==> src/design/http_response_header_matcher_core_defines.svh <==
// Assertion macros used by the header matcher core.
// Define ASSERT_OFF to compile the checks out.
`ifndef HTTP_RESPONSE_HEADER_MATCHER_CORE_DEFINES_SVH
`define HTTP_RESPONSE_HEADER_MATCHER_CORE_DEFINES_SVH
`ifndef ASSERT_OFF
`define HRHM_ASSERT(label, clk, rst_n, prop) \
  label: assert property (@(posedge clk) disable iff (!rst_n) prop) else $error("%m failed");
`define HRHM_ASSERT_NR(label, clk, prop) \
  label: assert property (@(posedge clk) prop) else $error("%m failed");
`else
`define HRHM_ASSERT(label, clk, rst_n, prop)
`define HRHM_ASSERT_NR(label, clk, prop)
`endif
`endif

==> src/design/hrhm_pkg.sv <==
// Shared constants and types of the HTTP response header matcher.
// No dependencies.
`timescale 1ns / 1ps
`default_nettype none
package hrhm_pkg;
  localparam int NAME_SLOTS = 4;
  localparam int NAME_MAX   = 32;
  localparam int VALUE_MAX  = 256;
  localparam int SLOT_W     = 2;
  localparam int POS_W      = 5;
  localparam int TBL_DEPTH  = NAME_SLOTS * NAME_MAX;
  localparam int TBL_AW     = 7;
  localparam logic [7:0] CH_CR    = 8'h0D;
  localparam logic [7:0] CH_LF    = 8'h0A;
  localparam logic [7:0] CH_COLON = 8'h3A;
  localparam logic [3:0] STATUS_LEN = 4'd12;

  typedef enum logic [1:0] {
    KIND_VALUE  = 2'd0,
    KIND_FOUND  = 2'd1,
    KIND_STATUS = 2'd2
  } kind_t;

  typedef struct packed {
    logic       valid;
    logic [1:0] kind;
    logic [1:0] slot;
    logic [7:0] vbyte;
    logic [8:0] vlen;
    logic       all_found;
    logic [9:0] code;
    logic       code_ok;
  } res_t;

  function automatic logic [7:0] fold(input logic [7:0] c);
    fold = (c >= 8'h41 && c <= 8'h5A) ? c + 8'd32 : c;
  endfunction
endpackage
`default_nettype wire

==> src/design/hrhm_ram.sv <==
// Generic single-port-write, single-read RAM with registered read data.
// No dependencies.
`timescale 1ns / 1ps
`default_nettype none
module hrhm_ram #(
  parameter int WIDTH = 8,
  parameter int DEPTH = 128
) (
  input  wire logic                     clk,
  input  wire logic                     we,
  input  wire logic [$clog2(DEPTH)-1:0] waddr,
  input  wire logic [WIDTH-1:0]         wdata,
  input  wire logic [$clog2(DEPTH)-1:0] raddr,
  output logic      [WIDTH-1:0]         rdata
);
  logic [WIDTH-1:0] mem_r [DEPTH];
  always_ff @(posedge clk) begin
    if (we) mem_r[waddr] <= wdata;
    rdata <= mem_r[raddr];
  end
endmodule
`default_nettype wire

==> src/design/http_response_header_matcher_core.sv <==
// Top level of the HTTP response header matcher.
// Depends on hrhm_pkg, hrhm_ram and http_response_header_matcher_core_defines.svh.
`timescale 1ns / 1ps
`default_nettype none
`include "http_response_header_matcher_core_defines.svh"
// One input beat per cycle while results drain. A name-load beat gives no
// result; a response byte gives zero, one or two results (a value byte or a
// line summary, then the status on the last byte), in the cycle after it is
// taken. Names sit in one RAM per slot (32 bytes each); the RAM is read at
// the next name position as a byte is taken, so a byte compares against data
// fetched while the previous byte was in flight. A load to the fetched address
// is bypassed, so a byte right behind a load sees the new character with no
// stall. Results wait in a two-entry output queue. Input is taken when the queue
// is empty, or when it holds one result that leaves in the same cycle. A byte
// that gives two results holds the input while the queue is full, as does every
// cycle with out_ready low and a result waiting. Nothing is taken during reset.
module http_response_header_matcher_core (
  input  wire logic        clk,
  input  wire logic        rst_n,
  input  wire logic        cfg_valid,
  output logic             cfg_ready,
  input  wire logic [2:0]  cfg_active_slots,
  input  wire logic        in_valid,
  output logic             in_ready,
  input  wire logic        in_req_type,
  input  wire logic [7:0]  in_data_byte,
  input  wire logic        in_end_of_response,
  input  wire logic [1:0]  in_slot_index,
  input  wire logic [4:0]  in_char_pos,
  input  wire logic        in_name_end,
  output logic             out_valid,
  input  wire logic        out_ready,
  output logic [1:0]       out_result_kind,
  output logic [1:0]       out_match_slot,
  output logic [7:0]       out_value_byte,
  output logic [8:0]       out_value_length,
  output logic             out_all_found,
  output logic [9:0]       out_status_code,
  output logic             out_status_valid,
  output logic             out_last_of_run
);
  localparam int NS = hrhm_pkg::NAME_SLOTS;

  // configuration
  logic [2:0] active_r;
  assign cfg_ready = rst_n;

  // name table: one RAM per slot, indexed by char position
  logic [NS-1:0] ram_we;
  logic [4:0]    ram_raddr;
  logic [7:0]    ram_rdata [NS];
  logic [5:0]    name_len_r [NS];

  // per-response state
  logic [NS-1:0] match_r;
  logic          after_colon_r, skip_r, prev_cr_r;
  logic [8:0]    npos_r;
  logic          lslot_vld_r;
  logic [1:0]    lslot_r;
  logic          pend_vld_r;
  logic [7:0]    pend_r;
  logic [8:0]    vcnt_r;
  logic [7:0]    found_r;
  logic          hdone_r;
  logic [3:0]    bpos_r;
  logic [9:0]    acc_r;
  logic          sok_r;

  // fetched-name bypass
  logic          fetch_hit_r [NS];
  logic [7:0]    fetch_byte_r [NS];

  // output queue
  hrhm_pkg::res_t q_r [2];
  logic [1:0]     q_cnt_r;

  logic in_acc, is_byte, is_load;
  assign is_load = in_req_type;
  assign is_byte = !in_req_type;
  // worst case two results per beat: take input only when both entries are free
  assign in_ready = rst_n && ((q_cnt_r == 2'd0) || (q_cnt_r == 2'd1 && out_ready));
  assign in_acc = in_valid && in_ready;

  // effective slot count
  logic [2:0] eff;
  assign eff = (active_r > 3'(NS)) ? 3'(NS) : active_r;

  // name char of current position per slot
  logic [7:0] cur_name [NS];
  always_comb begin
    for (int s = 0; s < NS; s++)
      cur_name[s] = fetch_hit_r[s] ? fetch_byte_r[s] : ram_rdata[s];
  end

  // header processing (combinational from current beat)
  logic [NS-1:0] match_nxt;
  logic          after_colon_nxt, skip_nxt, lslot_vld_nxt, pend_vld_nxt, hdone_nxt;
  logic [8:0]    npos_nxt, vcnt_nxt;
  logic [1:0]    lslot_nxt;
  logic [7:0]    pend_nxt, found_nxt;
  logic [3:0]    bpos_nxt;
  logic [9:0]    acc_nxt;
  logic          sok_nxt;
  hrhm_pkg::res_t r0, r1;
  logic [7:0]    b;
  logic          sel_found;
  logic [1:0]    sel_slot;

  assign b = in_data_byte;

  always_comb begin
    match_nxt = match_r; after_colon_nxt = after_colon_r; skip_nxt = skip_r;
    lslot_vld_nxt = lslot_vld_r; lslot_nxt = lslot_r; pend_vld_nxt = pend_vld_r;
    pend_nxt = pend_r; vcnt_nxt = vcnt_r; found_nxt = found_r; hdone_nxt = hdone_r;
    npos_nxt = npos_r; bpos_nxt = bpos_r; acc_nxt = acc_r; sok_nxt = sok_r;
    r0 = '0; r1 = '0; sel_found = 1'b0; sel_slot = '0;
    // status line
    if (bpos_r < hrhm_pkg::STATUS_LEN) begin
      case (bpos_r)
        4'd0: if (b != 8'h48) sok_nxt = 1'b0;
        4'd1, 4'd2: if (b != 8'h54) sok_nxt = 1'b0;
        4'd3: if (b != 8'h50) sok_nxt = 1'b0;
        4'd4: if (b != 8'h2F) sok_nxt = 1'b0;
        4'd6: if (b != 8'h2E) sok_nxt = 1'b0;
        4'd8: if (b != 8'h20) sok_nxt = 1'b0;
        4'd9, 4'd10, 4'd11: begin
          if (b >= 8'h30 && b <= 8'h39) begin
            if (sok_r) acc_nxt = 10'((acc_r * 10) + 10'(b - 8'h30));
          end else sok_nxt = 1'b0;
        end
        default: ;
      endcase
      bpos_nxt = bpos_r + 4'd1;
    end
    // header search
    if (!hdone_r && eff != 3'd0) begin
      if (b == hrhm_pkg::CH_LF && prev_cr_r) begin
        if (!after_colon_r) begin
          if (npos_r == 9'd1) hdone_nxt = 1'b1;
        end else if (lslot_vld_r) begin
          found_nxt = (found_r < 8'd255) ? found_r + 8'd1 : found_r;
          r0.valid = 1'b1; r0.kind = hrhm_pkg::KIND_FOUND; r0.slot = lslot_r;
          r0.vlen = vcnt_r;
          r0.all_found = (found_nxt >= 8'(eff));
          if (found_nxt >= 8'(eff)) hdone_nxt = 1'b1;
        end
        after_colon_nxt = 1'b0; skip_nxt = 1'b0; npos_nxt = '0; lslot_vld_nxt = 1'b0;
        pend_vld_nxt = 1'b0; vcnt_nxt = '0; match_nxt = '1;
      end else if (!after_colon_r) begin
        if (b == hrhm_pkg::CH_COLON) begin
          after_colon_nxt = 1'b1; skip_nxt = 1'b1;
          for (int s = NS - 1; s >= 0; s--) begin
            if (3'(s) < eff && match_r[s] && 9'(name_len_r[s]) == npos_r) begin
              sel_found = 1'b1; sel_slot = 2'(s);
            end
          end
          lslot_vld_nxt = sel_found; lslot_nxt = sel_slot;
        end else begin
          for (int s = 0; s < NS; s++) begin
            if (!(npos_r < 9'(name_len_r[s]) && npos_r < 9'(hrhm_pkg::NAME_MAX) &&
                  hrhm_pkg::fold(cur_name[s]) == hrhm_pkg::fold(b)))
              match_nxt[s] = 1'b0;
          end
          if (npos_r < 9'd511) npos_nxt = npos_r + 9'd1;
        end
      end else if (skip_r) begin
        skip_nxt = 1'b0;
      end else begin
        if (pend_vld_r) begin
          if (lslot_vld_r) begin
            r0.valid = 1'b1; r0.kind = hrhm_pkg::KIND_VALUE; r0.slot = lslot_r;
            r0.vbyte = pend_r;
          end
          if (vcnt_r < 9'(hrhm_pkg::VALUE_MAX)) vcnt_nxt = vcnt_r + 9'd1;
        end
        pend_vld_nxt = 1'b1; pend_nxt = b;
      end
    end
    if (in_end_of_response) begin
      r1.valid = 1'b1; r1.kind = hrhm_pkg::KIND_STATUS;
      r1.code_ok = sok_nxt && (bpos_nxt >= hrhm_pkg::STATUS_LEN);
      r1.code = r1.code_ok ? acc_nxt : '0;
      after_colon_nxt = 1'b0; skip_nxt = 1'b0; npos_nxt = '0; lslot_vld_nxt = 1'b0;
      pend_vld_nxt = 1'b0; vcnt_nxt = '0; match_nxt = '1;
      found_nxt = '0; hdone_nxt = 1'b0; bpos_nxt = '0; acc_nxt = '0; sok_nxt = 1'b1;
    end
  end

  // name RAM fetch address: position the next byte will compare against
  logic [8:0] fetch_pos;
  always_comb begin
    fetch_pos = npos_r;
    if (in_acc && is_byte) fetch_pos = npos_nxt;
  end
  assign ram_raddr = fetch_pos[4:0];

  for (genvar s = 0; s < NS; s++) begin : g_slot
    assign ram_we[s] = in_acc && is_load && in_slot_index == 2'(s);
    hrhm_ram #(.WIDTH(8), .DEPTH(hrhm_pkg::NAME_MAX)) u_name (
      .clk(clk), .we(ram_we[s]), .waddr(in_char_pos), .wdata(in_data_byte),
      .raddr(ram_raddr), .rdata(ram_rdata[s]));
    // a load to the address fetched this cycle wins over the stale read
    always_ff @(posedge clk) begin
      fetch_hit_r[s]  <= ram_we[s] && in_char_pos == ram_raddr;
      fetch_byte_r[s] <= in_data_byte;
    end
  end

  // queue push of this beat's results, packed in order
  hrhm_pkg::res_t p0, p1;
  logic [1:0] npush;
  always_comb begin
    p0 = r0.valid ? r0 : r1;
    p1 = r1;
    npush = 2'(r0.valid) + 2'(r1.valid);
    if (!(in_acc && is_byte)) npush = 2'd0;
  end

  logic pop;
  assign pop = out_valid && out_ready;

  always_ff @(posedge clk) begin
    if (!rst_n) begin
      active_r <= '0; match_r <= '1; after_colon_r <= 1'b0; skip_r <= 1'b0;
      prev_cr_r <= 1'b0; npos_r <= '0; lslot_vld_r <= 1'b0; pend_vld_r <= 1'b0;
      vcnt_r <= '0; found_r <= '0; hdone_r <= 1'b0; bpos_r <= '0; acc_r <= '0;
      sok_r <= 1'b1; q_cnt_r <= '0;
      for (int s = 0; s < NS; s++) name_len_r[s] <= '0;
    end else begin
      if (cfg_valid && cfg_ready) active_r <= cfg_active_slots;
      if (in_acc && is_load && in_name_end)
        name_len_r[in_slot_index] <= 6'(in_char_pos) + 6'd1;
      if (in_acc && is_byte) begin
        match_r <= match_nxt; after_colon_r <= after_colon_nxt; skip_r <= skip_nxt;
        prev_cr_r <= (b == hrhm_pkg::CH_CR) && !in_end_of_response;
        npos_r <= npos_nxt; lslot_vld_r <= lslot_vld_nxt; lslot_r <= lslot_nxt;
        pend_vld_r <= pend_vld_nxt; pend_r <= pend_nxt; vcnt_r <= vcnt_nxt;
        found_r <= found_nxt; hdone_r <= hdone_nxt; bpos_r <= bpos_nxt;
        acc_r <= acc_nxt; sok_r <= sok_nxt;
      end
      // queue: drop head on pop, append new results behind
      begin
        hrhm_pkg::res_t a0, a1;
        logic [1:0] c;
        a0 = q_r[0]; a1 = q_r[1]; c = q_cnt_r;
        if (pop) begin a0 = a1; c = c - 2'd1; end
        if (npush != 2'd0) begin
          if (c == 2'd0) begin a0 = p0; a1 = p1; end
          else a1 = p0;
        end
        q_r[0] <= a0; q_r[1] <= a1;
        q_cnt_r <= c + npush;
      end
    end
  end

  assign out_valid        = q_cnt_r != 2'd0;
  assign out_result_kind  = q_r[0].kind;
  assign out_match_slot   = q_r[0].slot;
  assign out_value_byte   = q_r[0].vbyte;
  assign out_value_length = q_r[0].vlen;
  assign out_all_found    = q_r[0].all_found;
  assign out_status_code  = q_r[0].code;
  assign out_status_valid = q_r[0].code_ok;
  // last of run: head alone, or second entry is not from the same beat
  assign out_last_of_run  = !(q_cnt_r == 2'd2 && q_r[1].kind == hrhm_pkg::KIND_STATUS &&
                              q_r[0].kind != hrhm_pkg::KIND_STATUS);

  `HRHM_ASSERT(a_q_bound, clk, rst_n, q_cnt_r != 2'd3)
  `HRHM_ASSERT(a_no_overflow, clk, rst_n, (in_valid && in_ready) |-> q_cnt_r != 2'd2)
  `HRHM_ASSERT(a_pend_after_colon, clk, rst_n, pend_vld_r |-> after_colon_r)
  `HRHM_ASSERT(a_slot_after_colon, clk, rst_n, lslot_vld_r |-> after_colon_r)
endmodule
`default_nettype wire
==> config.mk <==
export PLATFORM = sky130hd
export DESIGN_NAME = http_response_header_matcher_core
export DESIGN_NICKNAME = d
export VERILOG_FILES = /design/src/design/hrhm_pkg.sv /design/src/design/hrhm_ram.sv /design/src/design/http_response_header_matcher_core.sv
export VERILOG_INCLUDE_DIRS = /design/src /design/src/design
export SDC_FILE = /design/constraint.sdc
export NUM_CORES = 2
export LEC_CHECK = 0
export BUFFER_PORTS_ARGS = -buffer_cell sky130_fd_sc_hd__buf_2
export CORE_AREA = 2 2 324 326
export DETAILED_ROUTE_END_ITERATION = 8
export DIE_AREA = 0 0 326 328
export PLACE_DENSITY = 0.65
export SYNTH_ARGS = -nofsm -noshare
export SYNTH_HDL_FRONTEND = slang
export SYNTH_SLANG_ARGS = --single-unit
==> constraint.sdc <==
create_clock -name clk -period 4.45 [get_ports clk]
set_input_delay 0.89 -clock clk [delete_from_list [all_inputs] [get_ports clk]]
set_output_delay 0.89 -clock clk [all_outputs]
set_load 0.01 [all_outputs]
# Yosys cells after proc, flatten, opt, wreduce, memory -nomap -nowiden
# Memories as Yosys holds them, arrays and structs flattened. A register that Yosys moved wholly into a read port is not among the register bits.
# Index checks and enable logic that the tools add are counted.
# op_classes
mul,1
n_reduce_logical,85
mux,132
n_eq_ne,44
addsub,15
n_bitwise,3
n_lt_le_gt_ge,28
# op_table
op,count
$mux W34,8
$mux W8,16
$mux W9,13
$mux W10,9
$mux W1,59
$mux W13,4
$logic_and A1 B1 Y1,44
$add A8 B6 Y8 const B,5
$ge A8 B7 Y1 const B,5
$le A8 B7 Y1 const B,5
$eq A6 B9 Y1,4
$lt A9 B6 Y1,4
$eq A8 B8 Y1,4
$reduce_and A5 Y1,6
$mux W4,7
$ne A8 B6 Y1 const B,3
$ne A8 B7 Y1 const B,3
$reduce_and A6 Y1,4
$mux W23,1
$reduce_bool A3 Y1,7
$mux W5,4
$add A9 B1 Y9 const B,2
$lt A9 B9 Y1 const B,2
$eq A4 B4 Y1 const B,4
49 further kinds,85
# totals
n_memories,8
ff_bits,66
word_cells,338
input_bits,26
out_inout_bits,37
ramBits,1152
# mem_list
name,words,word_bits,rd,rd_ports_with_merged_regs,write_ports,line_no,rtl
g_slot[0].u_name.mem_r,32,8,1,1,1,hrhm_ram.sv:16,logic [WIDTH-1:0] mem_r [DEPTH];
g_slot[1].u_name.mem_r,32,8,1,1,1,hrhm_ram.sv:16,
g_slot[2].u_name.mem_r,32,8,1,1,1,hrhm_ram.sv:16,
g_slot[3].u_name.mem_r,32,8,1,1,1,hrhm_ram.sv:16,
q_r,2,34,2,0,2,http_response_header_matcher_core.sv:74,hrhm_pkg::res_t q_r [2];
fetch_byte_r,4,8,4,0,4,http_response_header_matcher_core.sv:71,logic [7:0] fetch_byte_r [NS];
2 more memories,-,-,-,-,-,-,

# Logic depth before layout (Yosys ltp)
# logic_depth
ltp_word,14
mapped_depth,15
mapped_depth_nobuf,15

# Cells and area by module
# From an unflattened synthesis, not the netlist that was laid out.
# hier_totals
hier_cells,2761
area_unflattened_um2,50806.2
# by_module_without_submodules
mod,cells_per_inst,seq_area_each_um2,n_inst,area_per_inst_um2
hrhm_ram,417,7847.5,4,10053.4
http_response_header_matcher_core,1093,4364.2,1,10592.7

# Least setup slack after synthesis
# No wires, ideal clock.
# synth_timing
path_kind,input to register
from,input port in_data_byte[4]
to,memory q_r[0][34] (netlist name) (enable)
required_ns,4.062
cell_stages,11
t_arrival_ns,3.523
setup_slack_ns,0.539
path_buffers,2
setup_ns,0.388
path_cell_list,inv_1 ha_1 nor4bb_1 and3_1 buf_2 a21oi_1 nor3_1 clkbuf_1 ha_1 a21oi_1 inv_1
# synth_lines
element,line_no,rtl
"start, declared",http_response_header_matcher_core.sv:26,"input wire logic [7:0] in_data_byte,"
"end, declared",http_response_header_matcher_core.sv:74,

==> metrics <==
status=complete, no violations; GRT Overall Usage=27.2%; PnR worst setup slack=568 ps; Num CTS Buffers=130; Worst Hold Path EP=active_r[1]$_SDFFE_PN0P_; HP Class=in2reg; CP bufs+invs=5; initial core utilization=49.8%; Post-DRT Antenna Nets=0; commonest non-fill, non-tap cells in the layout=1,124 x edfxtp_1, 826 x nand2_1, 336 x nand3_1; power per cell area=427 nW/um^2; cts repair resizes=0; critical-path cell list=buf_4, inv_1, ha_1, nor4bb_1, and3_1, buf_4, a21oi_1, nor3_1, buf_4, inv_1, ha_1, nor2_1, a21oi_1, nor2_4, nand3b_1, o22ai_1; Reg2Reg Setup Slack=600 ps; first-pass GRT wire length=215 mm; crit path max fanout=15; period utilization=87.2%; largest net degree at the start of global routing=131; WL per Instance=25.9 um; Post-synth EDFFs=1,124; CP top delay family=simple AND/OR/NAND/NOR gates; hold path depth=3; Cells after Synth=4,017; capturing point of the worst reg2reg path=g_slot[3].u_name.rdata[6]$_DFF_P_; Register Area=35,800 um^2; final wirelength=147 mm; max incr delay on CP=380 ps; Final nets=4,270; GPL Wtd Cong=0.911; area occupied by multi-input gates=14,200 um^2; R2R cell count=11; crit path time final=3880 ps; VDD IR max=0.000377 V; Syn. warnings=0; post-synthesis cell type count=77; Post-Place Cells=5,416; Ports=63; critical path required time=5010 ps; Synth Area per Inst=12.8 um^2; H-tree levels=4; Vias=33,788; number of setup buffers added after CTS=0; DRC Markers=0; Top cell by count, worst path=buf_4; commonest non-fill, non-tap cell in the layout=edfxtp_1; Die X-Extent=326 um; Synth area leaders=edfxtp_1 66%, nand2_1 6.0%, mux2i_1 4.4%, dfxtp_1 3.9%, nand3_1 3.3%; Synth area leader=edfxtp_1; Crit-path slowest cell=nor4bb_1; sequential share of the synthesized area=69.6%; initial antenna violation count=10; vias in the first global route=32,342; Post-DP HPWL=93.8 mm; Slew headroom=10.8%; fmax=0.258 GHz; RSZ-0062 raised after global routing=no; worst min-delay path startpoint=cfg_active_slots[1]; Slew Viols, Final=0; Worst Setup End Kind=register; post-route cell area=58,500 um^2; remaining global-route overflow=0; die height=328 um; Layout fillers=8,297; final std cells w/o fill=5,651; Worst-path clk slew=60 ps; clk_lat worst skew=760 ps; post-synth top area share=65.7%; Post-Place Setup Slack=-87.7 ps; flops & latches, synth=1,224; post-synthesis cell area=51,400 um^2; # rows=118; P_leak=19.6 nW; ys async rst share=0%; vias per cell=5.98; DR pass1 iterations=6; Top Layer Used=met5; placed cell area=54,300 um^2; Clock Skew=29.8 ps; Core ar.=103,000 um^2; Max Cap Viol=0; clock sinks=1,224; Post-Syn Nets=4,119; Hold Violations, Final=0; Worst-Margin Slew=1340 ps; fraction of layout cells with a size suffix above 1=12.0%; wire length on met1=60.9 mm; clk root buf=clkbuf_16; initial drt markers=4,134; CTS Hold Bufs=0; die area=107,000 um^2; worst flop-to-flop path startpoint=active_r[2]$_SDFFE_PN0P_; met3 WL=13.1 mm; Longest Clk Path Bufs=3; Main synth FF type=edfxtp_1; met2 WL=66.7 mm; CTS tree=built; CP arrival=4450 ps; Area Overhead vs Synth=13.8%; PortBufs=62; startpoint type of the worst setup path=input pin; Final setup viols=0; Crit Path Category=in2reg
## how the worst max path moves through the flow
stage	to	slack, ps	depth (start not counted)	from
floorplan	q_r[0][34]$_DFFE_PP_	540	11	in_data_byte[4]
global placement	q_r[0][0]$_DFFE_PP_	-9	16	in_data_byte[5]
detailed placement	q_r[0][0]$_DFFE_PP_	-90	16	in_data_byte[5]
CTS	g_slot[3].u_name.rdata[6]$_DFF_P_	630	10	active_r[2]$_SDFFE_PN0P_
global route	q_r[0][8]$_DFFE_PP_	360	16	in_data_byte[5]
finish	q_r[0][3]$_DFFE_PP_	570	16	in_data_byte[5]
## synth_stat cells, drive strengths merged (3+ instances only)
master and n:
and3 30, o22ai 15, a31oi 39, buf 133, o311ai 3, xor2 23
nor2 271, xnor2 43, nand2b 14, and4 3, nor3 21, nor2b 21
a211oi 7, or2 5, a2111oi 5, and2 8, o211ai 6, mux2i 226
o211a 4, mux2 12, nand4b 4, o221ai 3, a21o 6, o21ai 68
a21oi 61, ha 74, dfxtp 100, nand4 160, o21a 5, nor3b 4
a32oi 65, nand3 336, nand2 827, inv 63, a2bb2oi 5, nand3b 5
o21bai 6, nor4 9, o2111ai 33, edfxtp 1124, or4 5, clkbuf 129
or3 6
## report_power, final
part | internal (mW) | leakage, nW | switching (mW)
Clock | 6.24 | 2.06 | 4.51
Sequential | 12.7 | 11.0 | 0.109
Combinational | 0.446 | 6.57 | 0.970
## through the flow
| stage | total power [mW] | setup TNS [ps] | hold WS (ps) | util (%) |
|---|---|---|---|---|
| floorplan | 13.9 | 0 | 438 | - |
| global placement | 14.5 | -31.2 | 451 | 52.6 |
| detailed placement | 14.5 | -722 | 466 | 52.6 |
| CTS | 25.1 | 0 | 360 | 56.7 |
| global route | 25.7 | 0 | 379 | 56.7 |
| finish | 25.0 | 0 | 391 | 56.7 |
## routing by layer
| metal | up-vias | track usage (%) |
|---|---|---|
| met5 | - | 0 |
| met4 | 10 | 11.4 |
| met3 | 268 | 5.06 |
| met2 | 1645 | 41.8 |
| met1 | 16750 | 38.2 |
| li1 | 15115 | - |
## cells by family (layout without fill, tap and decap cells)
group           Yosys count  after routing  share of synthesized area [%]
simple gates           1734           1734                           15.1
compound gates          352            352                           4.77
xor+xnor                 66             66                           1.12
flops                  1224           1224                           69.6
mux                     238            238                           4.67
fa+ha+maj                76             76                           1.88
other cells               0              1                              0
buf+inv                 327            580                           2.91
## final cells by class
cell class                      count  share of cell area, %
Antenna cell                        1                0.00428
Clock buffer                      161                   5.97
Clock inverter                     73                   1.24
Inverter                           65                  0.417
Multi-Input combinational cell   2466                   24.3
Sequential cell                  1224                   61.1
Tap cell                         1380                   2.95
Timing Repair Buffer              281                   3.95
## registers in the layout, summed over array words and instances (netlist names)
register             flops
hdone_r                  1
vcnt_r                   9
fetch_byte_r             8
bpos_r                   4
active_r                 3
found_r                  8
g_slot.u_name.mem_r   1024
skip_r                   1
lslot_vld_r              1
lslot_r                  2
pend_vld_r               1
name_len_r              24
acc_r                   10
npos_r                   9
match_r                  4
pend_r                   8
g_slot.u_name.rdata     32
q_cnt_r                  2
sok_r                    1
q_r                     66
prev_cr_r                1
fetch_hit_r              4
after_colon_r            1
## tightest hold or removal path, stage by stage
cell and delay, ps:
buf_2 70, mux2i_1 50, nor2_1 80
No activity file was read; power rests on OpenSTA's default activity.
